### config.mk
export PLATFORM = sky130hd
export DESIGN_NAME = checked_integer_power
export DESIGN_NICKNAME = d
export VERILOG_FILES = /design/src/ckpow_pkg.sv /design/src/checked_integer_power.sv
export SDC_FILE = /design/constraint.sdc
export NUM_CORES = 2
export LEC_CHECK = 0
export ABC_AREA = 1
export BUFFER_PORTS_ARGS = -buffer_cell sky130_fd_sc_hd__buf_2
export CELL_PAD_IN_SITES_DETAIL_PLACEMENT = 1
export CELL_PAD_IN_SITES_GLOBAL_PLACEMENT = 1
export CORE_MARGIN = 2
export CORE_UTILIZATION = 45
export CTS_CLUSTER_SIZE = 30
export DETAILED_ROUTE_END_ITERATION = 7
export PLACE_DENSITY_LB_ADDON = 0.05
export SLEW_MARGIN = 20
export SYNTH_ARGS = -nofsm -noshare
export SYNTH_HDL_FRONTEND = slang
export SYNTH_SLANG_ARGS = --single-unit
### constraint.sdc
create_clock -name clk -period 7.9 [get_ports clk]
set_input_delay 0.79 -clock clk [delete_from_list [all_inputs] [get_ports clk]]
set_output_delay 0.79 -clock clk [all_outputs]
set_load 0.01 [all_outputs]
### src/ckpow_pkg.sv
package ckpow_pkg;

  localparam int Width = 32;
  localparam int ExpW  = $clog2(Width);

  localparam logic [Width-1:0] SignBit   = {1'b1, {(Width-1){1'b0}}};
  localparam logic [Width-1:0] MagMaxPos = SignBit - 1'b1;
  localparam logic [Width-1:0] MagMaxNeg = SignBit;
  localparam logic [Width-1:0] PowerOne  = {{(Width-1){1'b0}}, 1'b1};
  localparam logic [Width-1:0] PowerZero = '0;
  localparam logic [Width-1:0] PowerNegOne = '1;

  typedef enum logic [1:0] {
    ST_OK       = 2'd0,
    ST_NEGEXP   = 2'd1,
    ST_OVERFLOW = 2'd2
  } status_t;

  typedef enum logic [2:0] {
    S_IDLE,
    S_MUL,
    S_MCHK,
    S_SQR,
    S_SCHK
  } state_t;

  typedef struct packed {
    logic signed [Width-1:0] base;
    logic signed [Width-1:0] exponent;
  } operands_t;

  typedef struct packed {
    logic signed [Width-1:0] power;
    status_t                 status;
  } result_t;

endpackage

### src/checked_integer_power.sv
// Checked integer power. A beat is taken at a rising edge where start is high
// and busy is low; it carries a signed 32-bit base and a signed 32-bit exponent.
// The result beat (power and status) is shown for exactly one cycle with done
// high, and the receiver cannot hold it off. A negative exponent, a zero
// exponent, a base of 0, 1 or -1, and an exponent of 32 or more with a larger
// base are settled at once: done rises in the cycle right after the start beat.
// Every other beat runs exponentiation by squaring over the low five exponent
// bits on one shared 32x32 multiplier whose product is registered; each
// multiply (a square, or the running result times the current square) runs
// through a multiply state and then a check state of the product. busy is low
// again in the cycle that done is high, so a new start beat can be taken there.
// Status is 0 for ok, 1 for a negative exponent and 2 when the exact power
// leaves the signed 32-bit range; power is zero whenever status is not ok.
// A square that exceeds the range only counts as overflow when a higher
// exponent bit is still set, so unused squares never raise a false overflow.
module checked_integer_power (
  input  logic                  clk,
  input  logic                  rst,
  input  logic                  start,
  input  ckpow_pkg::operands_t  operands,
  output logic                  busy,
  output logic                  done,
  output ckpow_pkg::result_t    result
);

  localparam int W = ckpow_pkg::Width;
  localparam int E = ckpow_pkg::ExpW;

  ckpow_pkg::state_t  state, state_next;
  ckpow_pkg::result_t result_next;
  logic               done_next;

  // Magnitudes: r is the running result, s the current square of the base.
  logic [W-1:0]   r, r_next, s, s_next;
  logic [2*W-1:0] prod, prod_next;
  logic [E-1:0]   e_rem, e_rem_next;
  logic           rneg, rneg_next;

  logic [W-1:0]   bmag, limit, mul_a, mul_b, mag_signed;
  logic           bneg, e_neg, e_zero, e_big, b_small, special;
  logic           prod_ovf, e_last;

  // Input classification, used only when a start beat is taken.
  assign bneg    = operands.base[W-1];
  assign bmag    = bneg ? (~$unsigned(operands.base) + 1'b1) : $unsigned(operands.base);
  assign e_neg   = operands.exponent[W-1];
  assign e_zero  = (operands.exponent == '0);
  // With a base magnitude of two or more, any exponent of W or above overflows.
  assign e_big   = (operands.exponent[W-2:E] != '0);
  assign b_small = (bmag[W-1:1] == '0);
  assign special = e_neg | e_zero | b_small | e_big;

  // A negative result may reach the most negative value.
  assign limit    = rneg ? ckpow_pkg::MagMaxNeg : ckpow_pkg::MagMaxPos;
  assign prod_ovf = (prod > {{W{1'b0}}, limit});
  assign e_last   = (e_rem[E-1:1] == '0);

  // Final value from the low half of the checked product.
  assign mag_signed = rneg ? (~prod[W-1:0] + 1'b1) : prod[W-1:0];

  // The shared multiplier: running result times square, or square times square.
  assign mul_a     = (state == ckpow_pkg::S_MUL) ? r : s;
  assign mul_b     = s;
  assign prod_next = {{W{1'b0}}, mul_a} * {{W{1'b0}}, mul_b};

  assign busy = (state != ckpow_pkg::S_IDLE);

  // Next-state logic of the sequencer.
  always_comb begin
    state_next = state;
    case (state)
      ckpow_pkg::S_IDLE: begin
        if (start && !special) begin
          state_next = operands.exponent[0] ? ckpow_pkg::S_MUL : ckpow_pkg::S_SQR;
        end
      end
      ckpow_pkg::S_MUL: begin
        state_next = ckpow_pkg::S_MCHK;
      end
      ckpow_pkg::S_MCHK: begin
        if (prod_ovf || e_last) begin
          state_next = ckpow_pkg::S_IDLE;
        end else begin
          state_next = ckpow_pkg::S_SQR;
        end
      end
      ckpow_pkg::S_SQR: begin
        state_next = ckpow_pkg::S_SCHK;
      end
      ckpow_pkg::S_SCHK: begin
        if (prod_ovf) begin
          state_next = ckpow_pkg::S_IDLE;
        end else begin
          state_next = e_rem[1] ? ckpow_pkg::S_MUL : ckpow_pkg::S_SQR;
        end
      end
      default: begin
        state_next = ckpow_pkg::S_IDLE;
      end
    endcase
  end

  // Datapath and result registers.
  always_comb begin
    r_next      = r;
    s_next      = s;
    e_rem_next  = e_rem;
    rneg_next   = rneg;
    result_next = result;
    done_next   = 1'b0;
    case (state)
      ckpow_pkg::S_IDLE: begin
        if (start) begin
          r_next     = ckpow_pkg::PowerOne;
          s_next     = bmag;
          e_rem_next = operands.exponent[E-1:0];
          rneg_next  = bneg & operands.exponent[0];
          if (special) begin
            done_next          = 1'b1;
            result_next.status = ckpow_pkg::ST_OK;
            if (e_neg) begin
              result_next.power  = ckpow_pkg::PowerZero;
              result_next.status = ckpow_pkg::ST_NEGEXP;
            end else if (e_zero) begin
              result_next.power = ckpow_pkg::PowerOne;
            end else if (b_small) begin
              if (bmag[0] == 1'b0) begin
                result_next.power = ckpow_pkg::PowerZero;
              end else if (bneg && operands.exponent[0]) begin
                result_next.power = ckpow_pkg::PowerNegOne;
              end else begin
                result_next.power = ckpow_pkg::PowerOne;
              end
            end else begin
              result_next.power  = ckpow_pkg::PowerZero;
              result_next.status = ckpow_pkg::ST_OVERFLOW;
            end
          end
        end
      end
      ckpow_pkg::S_MCHK: begin
        if (prod_ovf) begin
          done_next          = 1'b1;
          result_next.power  = ckpow_pkg::PowerZero;
          result_next.status = ckpow_pkg::ST_OVERFLOW;
        end else begin
          r_next = prod[W-1:0];
          if (e_last) begin
            done_next          = 1'b1;
            result_next.power  = mag_signed;
            result_next.status = ckpow_pkg::ST_OK;
          end
        end
      end
      ckpow_pkg::S_SCHK: begin
        // A higher exponent bit is still set here, so a square past the
        // limit means the final power is past it too.
        if (prod_ovf) begin
          done_next          = 1'b1;
          result_next.power  = ckpow_pkg::PowerZero;
          result_next.status = ckpow_pkg::ST_OVERFLOW;
        end else begin
          s_next     = prod[W-1:0];
          e_rem_next = e_rem >> 1;
        end
      end
      default: begin
      end
    endcase
  end

  always_ff @(posedge clk) begin
    if (rst) begin
      state <= ckpow_pkg::S_IDLE;
      done  <= 1'b0;
    end else begin
      state <= state_next;
      done  <= done_next;
    end
  end

  always_ff @(posedge clk) begin
    r      <= r_next;
    s      <= s_next;
    e_rem  <= e_rem_next;
    rneg   <= rneg_next;
    prod   <= prod_next;
    result <= result_next;
  end

endmodule

==> metrics.md <==
| Metric | Value |
|---|---|
| TritonCTS Buffers | 17 |
| Most instantiated cells after synthesis | inv_1 (1072), fa_1 (896), nor2_1 (871) |
| Die height | 306 µm |
| RSZ-0062 raised after global routing | true |
| DR vias/cell | 5.32 |
| Crit path kind | reg -> reg |
| Share of the synthesized area in the top cell type | 43.8% |
| Register area share after synthesis | a little over a tenth |
| Worst Path Max Fanout | 12 |
| CTS clk-pin slew, worst paths | 0.07 ns |
| Synth area leader | fa_1 |
| Root buf cell | clkbuf_16 |
| Mapped cell area | a little over 40000 µm² |
| Crit end category | flip-flop |
| Critical Path RT | ~8.3 ns |
| Commonest register cell after synthesis | edfxtp_1 |
| Clock buffer depth | 2 |
| Die ar. | 93400 µm² |
| Placed Area | 46300 µm² |
| CTS tree | yes |
| IO Count | 103 |
| F_max | 0.123 GHz |
| Vias in the first global route | 39400 |
| Area Overhead vs Synth | 17.4% |
| Final Worst Setup Slack | -0.249 ns |
| Post-DP HPWL | 138000 µm |
| Finished Cell Area | roughly 48000 µm² |
| Layout cell share with drive strength beyond 1 | 16.9% |
| Clock sink count | 171 |
| Post-synth cell types | 50 |
| DR vias | 35200 |
| CP most frequent cell | fa_1 |
| Post-synth EDFFs | 103 |
| Min-delay worst type | in -> reg |
| Total routed wirelength | 160000 µm |
| Final Setup Violations | 4 |
| Placer Congestion | 0.953 |
| Post-Syn Nets | around 6200 |
| Relative slew margins | 32.2% |
| YS warnings | 0 |
| Max_cap viols | 0 |
| H-tree depth | 4 |
| FP Rows | between 100 and 150 |
| Post-synth ARST share | 0% |
| Largest net degree at the start of global routing | 65 |
| Failing checks | negative setup slack |
| ANT nets after route | 0 |
| Total global-route track usage | 35.4% |
| Wire per inst | 24.3 µm |
| CP startpoint kind | flip-flop |
| Fin crit period | 8.15 ns |
| Min Hold Slack | 0.561 ns |
| Gate Count Post-Synth | a little under 5000 |
| DR iter-0 viols | around 2700 |
| Final Max Tran Viols | 0 |
| Core area | roughly 90000 µm² |
| Final worst-path cycle share | 103% |
| Wire length of the first global-routing pass | 245000 µm |
| Drc violations | 0 |
| Initial Util | 45.4% |
| Status | finished with violations |
| Worst skew pair latency | 0.45 ns |
| Top post-synthesis cells by area | fa_1 (44%), inv_1 (9.8%), ha_1 (9.1%), nor2_1 (8.0%), nand2_1 (7.6%) |
| Final clock skew | around 0.011 ns |
| Total Nets Final | 6682 |
| 1st-pass router iterations | 5 |
| Count leader, synth | inv_1 |
| # diodes | 0 |
| Die W | 306 µm |
| Tightest Pin Transition | 1.01 ns |
| #FFs+latches synth | 171 |
| Initial antenna violation count | 3 |
| CP max-delay cell | fa_1 |
| Final hold violation count | 0 |
| Syn avg cell area | 8.25 µm² |
| Grt ovf | 0 |
| IO Port Bufs | 102 |
| CP Data Arrival Time | 8.53 ns |
| Final core occ | 53.3% |
| Worst path max stage delay | 0.57 ns |
path summary, 6_finish.rpt:
| kind | startpoint | slack (ns) | end | cells after the start |
|---|---|---|---|---|
| setup / recovery | state[1]$_SDFFE_PP0P_ | -0.25 | prod[54]$_DFF_P_ | 33 |
| hold reg to reg | state[0]$_SDFFE_PP0P_ | 0.56 | state[2]$_SDFFE_PP0P_ | 3 |
| hold / removal | rst | 0.56 | state[2]$_SDFFE_PP0P_ | 2 |
| setup reg to reg | state[1]$_SDFFE_PP0P_ | -0.25 | prod[54]$_DFF_P_ | 33 |
sequential cells by signal (all words and copies together), names as in the netlist:
| register | count |
|---|---|
| prod | 64 |
| e_rem | 4 |
| state | 3 |
| rneg | 1 |
| result | 34 |
| done | 1 |
| mul_b | 32 |
| r | 32 |
placed cells by master (no fill, tap or decap), types with 5 or more instances in the layout:
cell type	Yosys	layout
buf_12	0	22
nand3_1	116	110
fa_2	0	31
edfxtp_1	103	103
clkbuf_16	0	17
nor2_4	1	6
nand2_1	832	820
clkinv_1	24	23
nor3_2	4	8
nand3b_1	7	7
xnor2_1	19	19
a21o_1	10	10
a21oi_2	2	40
o21ai_0	99	76
ha_4	0	18
xor2_1	49	49
nor3_1	28	21
ha_1	297	279
o21a_1	6	5
or2_2	17	16
a21oi_1	111	69
nand3_2	4	8
inv_1	1072	1051
nand2_2	1	13
inv_2	10	25
buf_2	13	102
buf_4	1	492
o21bai_1	8	7
clkinv_2	0	5
nor2_1	871	843
o21ai_2	5	16
dfxtp_1	68	65
fa_1	896	865
nor4_1	12	11
o21ai_1	16	25
clkinv_4	0	5
a31oi_1	22	16
nor2_2	7	30
buf_6	2	24
nand4_1	22	22
logic make-up after synthesis:
logic type,share of synthesized area (%)
simple gates,18.8
fa+ha+maj,52.9
flops,10.9
xor+xnor,1.45
compound gates,3.96
buf+inv,12.1
layer usage:
metal	global-route usage (%)	up-vias	part of all wire, %
li1	-	15500	-
met4	12.1	0	3.9
met3	5.09	235	6.9
met5	0	-	0
met1	49.7	18200	44
met2	56.2	1220	45
what timing repair did:
action / 4_1_cts / 5_1_grt
setup endpoints to repair: 30 / 39
hold endpoints to repair: 0 / 0
gates cloned: 1 / 1
gates resized for setup: 101 / 146
setup buffers: 14 / 16
pin swaps: 13 / 9
hold buffers: 0 / 0
stage by stage:
| step | setup TNS, ns | setup WS (ns) | instances |
|---|---|---|---|
| finish | -0.706 | -0.249 | 6611 |
| global route | -4.32 | -0.450 | 6611 |
| CTS | -0.315 | -0.109 | 6594 |
| detailed placement | -8.57 | -0.764 | 6548 |
| global placement | -4.83 | -0.677 | 6548 |
| floorplan | 0 | 0.410 | 4960 |
critical path, delay by kind of cell, from the launching register on:
family	cells	cell delay, ns
AOI/OAI and AO/OA	2	0.29
and+or+nand+nor	8	1.12
DFF	1	0.33
adders and majority gates	9	4.18
xor gates and xnor gates	1	0.14
buffers and inverters	13	1.98
final cells by class:
| cell class | count | area [µm²] |
|---|---|---|
| Multi-Input combinational cell | 3484 | 32400 |
| Clock inverter | 12 | 88.8 |
| Timing Repair Buffer | 642 | 4960 |
| Sequential cell | 171 | 4460 |
| Inverter | 1106 | 4180 |
| Clock buffer | 20 | 457 |
| Tap cell | 1176 | 1470 |
| Fill cell | 10800 | 42100 |
Power is not shown: default switching activity piles up to over one toggle a cycle in this logic, so the estimate is an artifact.
